[src/hdl/hs_pkg.sv]
// hs_pkg: shared types and constants of the heap sorter
// controller states, datapath operations and the status bundle
// no dependencies
package hs_pkg;

   localparam int DEPTH_DEF = 64;
   localparam int VALUE_W   = 32;

   typedef enum logic [3:0] {
      ST_LOAD,
      ST_BUILD,
      ST_BLD_CAP,
      ST_SIFT,
      ST_CAP_L,
      ST_CAP_R,
      ST_CMP,
      ST_NEXT,
      ST_EXT,
      ST_EXT_R1,
      ST_EXT_R2,
      ST_OUT_RD,
      ST_OUT_LD
   } hs_state_type;

   typedef enum logic [3:0] {
      OP_NONE,
      OP_LOAD,
      OP_BUILD_RD,
      OP_BUILD_CAP,
      OP_SIFT,
      OP_CAP_LEFT,
      OP_CAP_RIGHT,
      OP_CMP,
      OP_BUILD_NEXT,
      OP_EXT_RD1,
      OP_EXT_RD2,
      OP_EXT_SWAP,
      OP_OUT_START,
      OP_OUT_RD,
      OP_OUT_LOAD
   } hs_op_type;

   typedef struct packed {
      logic last_item;
      logic left_gt_size;
      logic right_le_size;
      logic child_gt_x;
      logic bidx_zero;
      logic ext_le_one;
      logic out_last;
      logic slot_free;
   } hs_status_type;

endpackage

[src/hdl/hs_ctrl.sv]
// hs_ctrl: sequencer of the heap sorter (load, build, extract, output)
// depends on hs_pkg; drives one datapath operation per cycle
module hs_ctrl (
   input  logic                  clock,
   input  logic                  reset,
   input  logic                  req_valid,
   output logic                  req_ready,
   input  hs_pkg::hs_status_type status,
   output hs_pkg::hs_op_type     op
);
   import hs_pkg::*;

   hs_state_type state_ff, state_in;
   logic         phase_build_ff, phase_build_in;

   always_ff @(posedge clock) begin
      if (reset) begin
         state_ff       <= ST_LOAD;
         phase_build_ff <= 1'b0;
      end else begin
         state_ff       <= state_in;
         phase_build_ff <= phase_build_in;
      end
   end

   always_comb begin
      state_in       = state_ff;
      phase_build_in = phase_build_ff;
      op             = OP_NONE;
      req_ready      = 1'b0;
      unique case (state_ff)
         ST_LOAD: begin
            req_ready = 1'b1;
            if (req_valid) begin
               op = OP_LOAD;
               if (status.last_item) begin
                  phase_build_in = 1'b1;
                  state_in       = ST_BUILD;
               end
            end
         end
         ST_BUILD: begin
            if (status.bidx_zero) begin
               phase_build_in = 1'b0;
               state_in       = ST_EXT;
            end else begin
               op       = OP_BUILD_RD;
               state_in = ST_BLD_CAP;
            end
         end
         ST_BLD_CAP: begin
            op       = OP_BUILD_CAP;
            state_in = ST_SIFT;
         end
         ST_SIFT: begin
            op       = OP_SIFT;
            state_in = status.left_gt_size ? ST_NEXT : ST_CAP_L;
         end
         ST_CAP_L: begin
            op       = OP_CAP_LEFT;
            state_in = status.right_le_size ? ST_CAP_R : ST_CMP;
         end
         ST_CAP_R: begin
            op       = OP_CAP_RIGHT;
            state_in = ST_CMP;
         end
         ST_CMP: begin
            op       = OP_CMP;
            state_in = status.child_gt_x ? ST_SIFT : ST_NEXT;
         end
         ST_NEXT: begin
            if (phase_build_ff) begin
               op       = OP_BUILD_NEXT;
               state_in = ST_BUILD;
            end else begin
               state_in = ST_EXT;
            end
         end
         ST_EXT: begin
            if (status.ext_le_one) begin
               op       = OP_OUT_START;
               state_in = ST_OUT_RD;
            end else begin
               op       = OP_EXT_RD1;
               state_in = ST_EXT_R1;
            end
         end
         ST_EXT_R1: begin
            op       = OP_EXT_RD2;
            state_in = ST_EXT_R2;
         end
         ST_EXT_R2: begin
            op       = OP_EXT_SWAP;
            state_in = ST_SIFT;
         end
         ST_OUT_RD: begin
            op       = OP_OUT_RD;
            state_in = ST_OUT_LD;
         end
         ST_OUT_LD: begin
            if (status.slot_free) begin
               op       = OP_OUT_LOAD;
               state_in = status.out_last ? ST_LOAD : ST_OUT_RD;
            end
         end
         default: begin
            state_in = ST_LOAD;
         end
      endcase
   end

endmodule

[src/hdl/hs_dp.sv]
// hs_dp: heap store, index registers, compare logic and result register
// depends on hs_pkg; steered by hs_ctrl through one operation per cycle
module hs_dp #(
   parameter int DEPTH = hs_pkg::DEPTH_DEF
) (
   input  logic                                clock,
   input  logic                                reset,
   input  hs_pkg::hs_op_type                   op,
   output hs_pkg::hs_status_type               status,
   input  logic signed [hs_pkg::VALUE_W-1:0]   req_value,
   input  logic                                req_is_last,
   output logic                                rsp_valid,
   input  logic                                rsp_ready,
   output logic signed [hs_pkg::VALUE_W-1:0]   rsp_sorted_value,
   output logic                                rsp_end_of_set,
   output logic                                rsp_dropped
);
   import hs_pkg::*;

   localparam int CW = $clog2(DEPTH + 1);
   localparam int AW = $clog2(DEPTH);

   logic signed [VALUE_W-1:0] heap_store_ff [DEPTH];
   logic signed [VALUE_W-1:0] rd_data_ff;

   logic [CW-1:0] count_ff, count_in, size_ff, size_in, pos_ff, pos_in;
   logic [CW-1:0] bidx_ff, bidx_in, ext_ff, ext_in, cpos_ff, cpos_in, oidx_ff, oidx_in;
   logic signed [VALUE_W-1:0] x_ff, x_in, child_ff, child_in, rsp_value_ff, rsp_value_in;
   logic ovf_ff, ovf_in, rsp_valid_ff, rsp_valid_in;
   logic rsp_end_ff, rsp_end_in, rsp_drop_ff, rsp_drop_in;

   logic [CW:0]               left_w, right_w;
   logic [CW-1:0]             n_w;
   logic                      room_w;
   logic                      we_w, re_w;
   logic [AW-1:0]             wa_w, ra_w;
   logic signed [VALUE_W-1:0] wd_w;

   // one write and one registered read per cycle
   always_ff @(posedge clock) begin
      if (we_w) begin
         heap_store_ff[wa_w] <= wd_w;
      end
      if (re_w) begin
         rd_data_ff <= heap_store_ff[ra_w];
      end
   end

   assign left_w  = {pos_ff, 1'b0};
   assign right_w = {pos_ff, 1'b1};
   assign room_w  = count_ff < CW'(DEPTH);
   assign n_w     = room_w ? count_ff + CW'(1) : count_ff;

   always_comb begin
      status.last_item     = req_is_last;
      status.left_gt_size  = left_w > {1'b0, size_ff};
      status.right_le_size = right_w <= {1'b0, size_ff};
      status.child_gt_x    = child_ff > x_ff;
      status.bidx_zero     = bidx_ff == '0;
      status.ext_le_one    = ext_ff <= CW'(1);
      status.out_last      = (oidx_ff + CW'(1)) == count_ff;
      status.slot_free     = !rsp_valid_ff || rsp_ready;
   end

   always_comb begin
      count_in     = count_ff;
      size_in      = size_ff;
      pos_in       = pos_ff;
      bidx_in      = bidx_ff;
      ext_in       = ext_ff;
      cpos_in      = cpos_ff;
      oidx_in      = oidx_ff;
      x_in         = x_ff;
      child_in     = child_ff;
      ovf_in       = ovf_ff;
      rsp_value_in = rsp_value_ff;
      rsp_end_in   = rsp_end_ff;
      rsp_drop_in  = rsp_drop_ff;
      we_w         = 1'b0;
      re_w         = 1'b0;
      wa_w         = '0;
      ra_w         = '0;
      wd_w         = x_ff;
      unique case (op)
         OP_NONE: begin
         end
         OP_LOAD: begin
            if (room_w) begin
               we_w     = 1'b1;
               wa_w     = AW'(count_ff);
               wd_w     = req_value;
               count_in = count_ff + CW'(1);
            end else begin
               ovf_in = 1'b1;
            end
            if (req_is_last) begin
               size_in = n_w;
               bidx_in = n_w >> 1;
               ext_in  = n_w;
            end
         end
         OP_BUILD_RD: begin
            re_w = 1'b1;
            ra_w = AW'(bidx_ff - CW'(1));
         end
         OP_BUILD_CAP: begin
            x_in   = rd_data_ff;
            pos_in = bidx_ff;
         end
         OP_SIFT: begin
            // leaf: the held value settles here
            if (status.left_gt_size) begin
               we_w = 1'b1;
               wa_w = AW'(pos_ff - CW'(1));
               wd_w = x_ff;
            end else begin
               re_w = 1'b1;
               ra_w = AW'(left_w - 1'b1);
            end
         end
         OP_CAP_LEFT: begin
            child_in = rd_data_ff;
            cpos_in  = CW'(left_w);
            if (status.right_le_size) begin
               re_w = 1'b1;
               ra_w = AW'(left_w);
            end
         end
         OP_CAP_RIGHT: begin
            if (rd_data_ff > child_ff) begin
               child_in = rd_data_ff;
               cpos_in  = CW'(right_w);
            end
         end
         OP_CMP: begin
            we_w = 1'b1;
            wa_w = AW'(pos_ff - CW'(1));
            if (status.child_gt_x) begin
               wd_w   = child_ff;
               pos_in = cpos_ff;
            end else begin
               wd_w = x_ff;
            end
         end
         OP_BUILD_NEXT: begin
            bidx_in = bidx_ff - CW'(1);
         end
         OP_EXT_RD1: begin
            re_w = 1'b1;
            ra_w = '0;
         end
         OP_EXT_RD2: begin
            child_in = rd_data_ff;
            re_w     = 1'b1;
            ra_w     = AW'(ext_ff - CW'(1));
         end
         OP_EXT_SWAP: begin
            // root goes to the heap end, old end value sifts from the root
            x_in    = rd_data_ff;
            we_w    = 1'b1;
            wa_w    = AW'(ext_ff - CW'(1));
            wd_w    = child_ff;
            size_in = ext_ff - CW'(1);
            ext_in  = ext_ff - CW'(1);
            pos_in  = CW'(1);
         end
         OP_OUT_START: begin
            oidx_in = '0;
         end
         OP_OUT_RD: begin
            re_w = 1'b1;
            ra_w = AW'(oidx_ff);
         end
         OP_OUT_LOAD: begin
            rsp_value_in = rd_data_ff;
            rsp_end_in   = status.out_last;
            rsp_drop_in  = ovf_ff;
            oidx_in      = oidx_ff + CW'(1);
            if (status.out_last) begin
               count_in = '0;
               ovf_in   = 1'b0;
            end
         end
         default: begin
         end
      endcase
   end

   always_comb begin
      rsp_valid_in = rsp_valid_ff;
      if (op == OP_OUT_LOAD) begin
         rsp_valid_in = 1'b1;
      end else if (rsp_ready) begin
         rsp_valid_in = 1'b0;
      end
   end

   always_ff @(posedge clock) begin
      if (reset) begin
         count_ff     <= '0;
         ovf_ff       <= 1'b0;
         rsp_valid_ff <= 1'b0;
      end else begin
         count_ff     <= count_in;
         ovf_ff       <= ovf_in;
         rsp_valid_ff <= rsp_valid_in;
      end
   end

   always_ff @(posedge clock) begin
      size_ff      <= size_in;
      pos_ff       <= pos_in;
      bidx_ff      <= bidx_in;
      ext_ff       <= ext_in;
      cpos_ff      <= cpos_in;
      oidx_ff      <= oidx_in;
      x_ff         <= x_in;
      child_ff     <= child_in;
      rsp_value_ff <= rsp_value_in;
      rsp_end_ff   <= rsp_end_in;
      rsp_drop_ff  <= rsp_drop_in;
   end

   assign rsp_valid        = rsp_valid_ff;
   assign rsp_sorted_value = rsp_value_ff;
   assign rsp_end_of_set   = rsp_end_ff;
   assign rsp_dropped      = rsp_drop_ff;

endmodule

[src/hdl/heap_sorter.sv]
// heap_sorter: collects a set of signed values and returns it in ascending order
// load takes one item per cycle; sorting starts after the item marked last
// heapsort on one store with one write port and one registered read port; a sift level
// issues the left read, takes left and reads right, takes right, then compares and writes
// (right only if it exists); each result is then read out and waits for a free result slot
// synchronous active-high reset returns to load with an empty set, no flush
module heap_sorter #(
   parameter int DEPTH = hs_pkg::DEPTH_DEF
) (
   input  logic                              clock,
   input  logic                              reset,
   // item channel
   input  logic                              req_valid,
   output logic                              req_ready,
   input  logic signed [hs_pkg::VALUE_W-1:0] req_value,
   input  logic                              req_is_last,
   // result channel
   output logic                              rsp_valid,
   input  logic                              rsp_ready,
   output logic signed [hs_pkg::VALUE_W-1:0] rsp_sorted_value,
   output logic                              rsp_end_of_set,
   output logic                              rsp_dropped
);
   import hs_pkg::*;

   // operation chosen by the sequencer each cycle
   hs_op_type     op;
   // flags the sequencer branches on
   hs_status_type status;

   hs_ctrl u_ctrl (
      .clock     (clock),
      .reset     (reset),
      .req_valid (req_valid),
      .req_ready (req_ready),
      .status    (status),
      .op        (op)
   );

   // items past DEPTH are discarded and flagged on every result of the set
   hs_dp #(
      .DEPTH (DEPTH)
   ) u_dp (
      .clock            (clock),
      .reset            (reset),
      .op               (op),
      .status           (status),
      .req_value        (req_value),
      .req_is_last      (req_is_last),
      .rsp_valid        (rsp_valid),
      .rsp_ready        (rsp_ready),
      .rsp_sorted_value (rsp_sorted_value),
      .rsp_end_of_set   (rsp_end_of_set),
      .rsp_dropped      (rsp_dropped)
   );

endmodule

[config.mk]
export PLATFORM = sky130hd
export DESIGN_NAME = heap_sorter
export DESIGN_NICKNAME = d
export VERILOG_FILES = /design/src/hdl/hs_pkg.sv /design/src/hdl/hs_ctrl.sv /design/src/hdl/hs_dp.sv /design/src/hdl/heap_sorter.sv
export SDC_FILE = /design/constraint.sdc
export NUM_CORES = 2
export LEC_CHECK = 0
export ABC_CLOCK_PERIOD_IN_PS = 15200
export BUFFER_PORTS_ARGS = -buffer_cell sky130_fd_sc_hd__buf_4
export CAP_MARGIN = 10
export CORE_MARGIN = 1
export CORE_UTILIZATION = 40
export DETAILED_ROUTE_END_ITERATION = 12
export HOLD_SLACK_MARGIN = 0.15
export MAX_ROUTING_LAYER = met4
export SLEW_MARGIN = 20
export SYNTH_ARGS = -nofsm -noshare
export SYNTH_HDL_FRONTEND = slang
export SYNTH_SLANG_ARGS = --single-unit
[constraint.sdc]
create_clock -name clock -period 15.2 [get_ports clock]
set_clock_uncertainty 0.05 [all_clocks]
set_input_delay 1.52 -clock clock [delete_from_list [all_inputs] [get_ports clock]]
set_output_delay 1.52 -clock clock [all_outputs]
set_load 0.01 [all_outputs]
==> reports/qor.txt <==
Die height: 468 um
Final worst slack: 8.17 ns
Fraction of registers with async set or reset after synthesis: 0%
Post-DP Area: 92,100 um^2
Area leader, netlist: edfxtp_1
Worst skew pair latency: 0.88 ns
Num rows: 170
Area Growth Syn to Fin: 14.5%
Crit-path max FO: 62
Status: complete, no violations
Met1 WL: 96.5 mm
Pre-CTS WS: 8.18 ns
Setup TNS: 0 ns
Final Hold Vio Count: 0
Commonest non-fill, non-tap cell in the layout: edfxtp_1
Met2 wire len: 114 mm
All-Layer GR Usage: 22.4%
Syn_nets: 4,226
Critical path endpoint category: flip-flop
Total grt overflow: 0
FF-to-FF Start: u_dp.pos_ff[4]
Clock Path Buffers: 3
CTS sink cnt: 2,227
Drt pass-1 iters: 5
Worst setup path class: reg -> reg
Worst hold slack: 0.406 ns
Slew HR: 25.8%
WP data arrival: 7.59 ns
Worst R2R Setup Slack: 8.17 ns
Initial antenna violation count: 20
Lkg Pwr: 31.4 nW
Number of DRC markers in iteration 0: 5,867
CTS tree: done
Routed len/inst: 32.2 um
Setup crit end: u_dp.rd_data_ff[22]
Period minus WS final: 7.03 ns
Pin count of the biggest net entering global routing: 88
Core Box Area: 215,000 um^2
# IOs: 73
CP startpoint: u_dp.pos_ff[4]
Mapped cell area: 86,700 um^2
CP Launch Type: flip-flop
Peak Freq: 0.142 GHz
CTS Buf Count: 217
Drt total wl: 238 mm
Nets@finish: 4,461
FILL cells: 17,600
Vias in the first global route: 43,500
Metal3 WL: 22.3 mm
Clock Tree Root: clkbuf_16
Average cell area after synthesis: 21.1 um^2
Cells after Synth: 4,111
Power consumption: 13.3 mW
Post-CTS Hold Buffers: 0
Critical R2R Capture: u_dp.rd_data_ff[22]
# Max-Cap Violations: 0
Hold Crit Class: reg -> reg
First-pass GRT wire length: 334 mm
Finished Cell Area: 99,200 um^2
Number of buffers added on ports: 72
Initial Util: 40.3%
Final number of max-transition violations: 0
Worst Reg-to-Reg Cells: 13
Critical path required time: 15.76 ns
Share of cells above drive strength 1: 26.0%
Post-CTS setup buffer count: 0
GP Congestion: 0.849
RSZ-0062 raised after global routing: false
Setup violators final: 0
Placed Instances: 6,964
Flops & latches, synth: 2,227
Vias: 44,200
Detail Route Antenna Nets: 0
Max Used Layer: met4
Clock transition at the registers of the reported paths: 0.06 ns
Number of synthesized flops with an enable pin: 2,213
Crit share post-route: 46.3%
# resized after CTS: 0
Slew @ Worst Pin: 1.11 ns
Die Area: 219,000 um^2
Final HPWL DP: 133 mm
Most frequent cells in the layout: edfxtp_1, mux4_2, buf_4
Post-synth top area share: 76.6%
Die width: 468 um
Seq/Total Area, Yosys: 77.0%
Post-Layout Cell Count: 7,386
Top post-synthesis cells by area: edfxtp_1, mux4_2, a22oi_1
DRC violations left: 0
Pwr/cell area: 134 nW/um^2
Distinct cells, synth: 82
YS warnings: 0
H-tree depth: 4
Max rail drop VDD: 0.127 mV
Top_reg_cell synth: edfxtp_1
Post-layout util: 46.1%
Via-to-Cell Ratio: 5.98
## critical path, stage by stage, from the launching register on
cell and delay, ns:
edfxtp_1 0.52, ha_1 0.42, nand4b_4 0.18, or4_1 0.58
o21ai_2 0.16, a22oi_1 0.18, nand3_4 0.74, buf_4 0.80
buf_4 0.90, buf_4 0.79, mux4_2 0.40, a22oi_1 0.41
nand2_1 0.10, or3_1 0.40
## sequential cells by signal (all words and copies together), names as in the netlist
name                   count
u_dp.child_ff             32
u_dp.count_ff              7
u_dp.rsp_dropped           1
u_dp.rsp_valid             1
u_ctrl.state_ff            4
u_dp.pos_ff                7
u_dp.x_ff                 32
u_dp.oidx_ff               7
u_dp.cpos_ff               7
u_dp.rd_data_ff           32
u_dp.rsp_end_of_set        1
u_dp.ovf_ff                1
u_ctrl.phase_build_ff      1
u_dp.bidx_ff               7
u_dp.heap_store_ff      2048
u_dp.ext_ff                7
u_dp.rsp_sorted_value     32
## metal layers
layer	GRT usage, %	up-vias
met5	-	-
met4	5.22	0
met3	4.33	265
met2	34.7	2207
met1	30.8	23900
li1	-	17800
## cell type report
class | count | area, um^2 | share of cell area [%]
Sequential cell | 2227 | 66700 | 67.2
Multi-Input combinational cell | 1580 | 19800 | 19.9
Clock buffer | 260 | 5610 | 5.66
Tap cell | 2838 | 3550 | 3.58
Timing Repair Buffer | 234 | 1760 | 1.78
Clock inverter | 144 | 1440 | 1.45
Inverter | 86 | 323 | 0.325
Antenna cell | 17 | 42.5 | 0.0429
## Yosys cell counts (7+ instances only)
master / n
and3_1: 21
xor2_1: 13
ha_1: 78
edfxtp_1: 2213
a22oi_1: 227
o21ai_0: 23
or3_1: 38
o221ai_1: 35
mux4_2: 512
nand2_1: 143
mux2i_1: 8
buf_1: 20
dfxtp_1: 14
a21o_1: 21
buf_4: 12
nor2_1: 127
nor2b_1: 9
xnor2_1: 13
a31oi_1: 8
a211oi_1: 7
a21oi_1: 49
nor3_1: 14
inv_1: 85
nand2b_1: 8
nand3_1: 49
buf_2: 89
clkbuf_1: 94
nand4_1: 83
## how the worst min path moves through the flow
stage / start / depth (start not counted) / endpoint / slack (ns)
4_1_cts: u_dp.ovf_ff / 0 / u_dp.rsp_dropped / 0.40
5_1_grt: u_dp.ovf_ff / 0 / u_dp.rsp_dropped / 0.42
3_3_place_gp: u_dp.ovf_ff / 0 / u_dp.rsp_dropped / 0.38
2_1_floorplan: u_dp.ovf_ff / 0 / u_dp.rsp_dropped / 0.36
6_report: u_dp.ovf_ff / 0 / u_dp.rsp_dropped / 0.41
3_5_place_dp: u_dp.ovf_ff / 0 / u_dp.rsp_dropped / 0.39
## power by group
part	total [mW]	switching, mW	internal (mW)
logic	0.957	0.660	0.297
registers	6.97	0.0313	6.93
clock network	5.37	2.30	3.07
## cells by family (layout without fill, tap and decap cells)
kind of cell	count (synthesis)	in the layout	synth area share, %
muxes	520	520	13.4
adders and majority gates	78	78	1.13
AOI/OAI and AO/OA	424	424	3.64
and+or+nand+nor	532	532	3.09
xor gates and xnor gates	26	26	0.263
other	0	17	0
buffers and inverters	304	724	1.52
DFF	2227	2227	77.0
No activity file was read; power rests on OpenSTA's default activity.
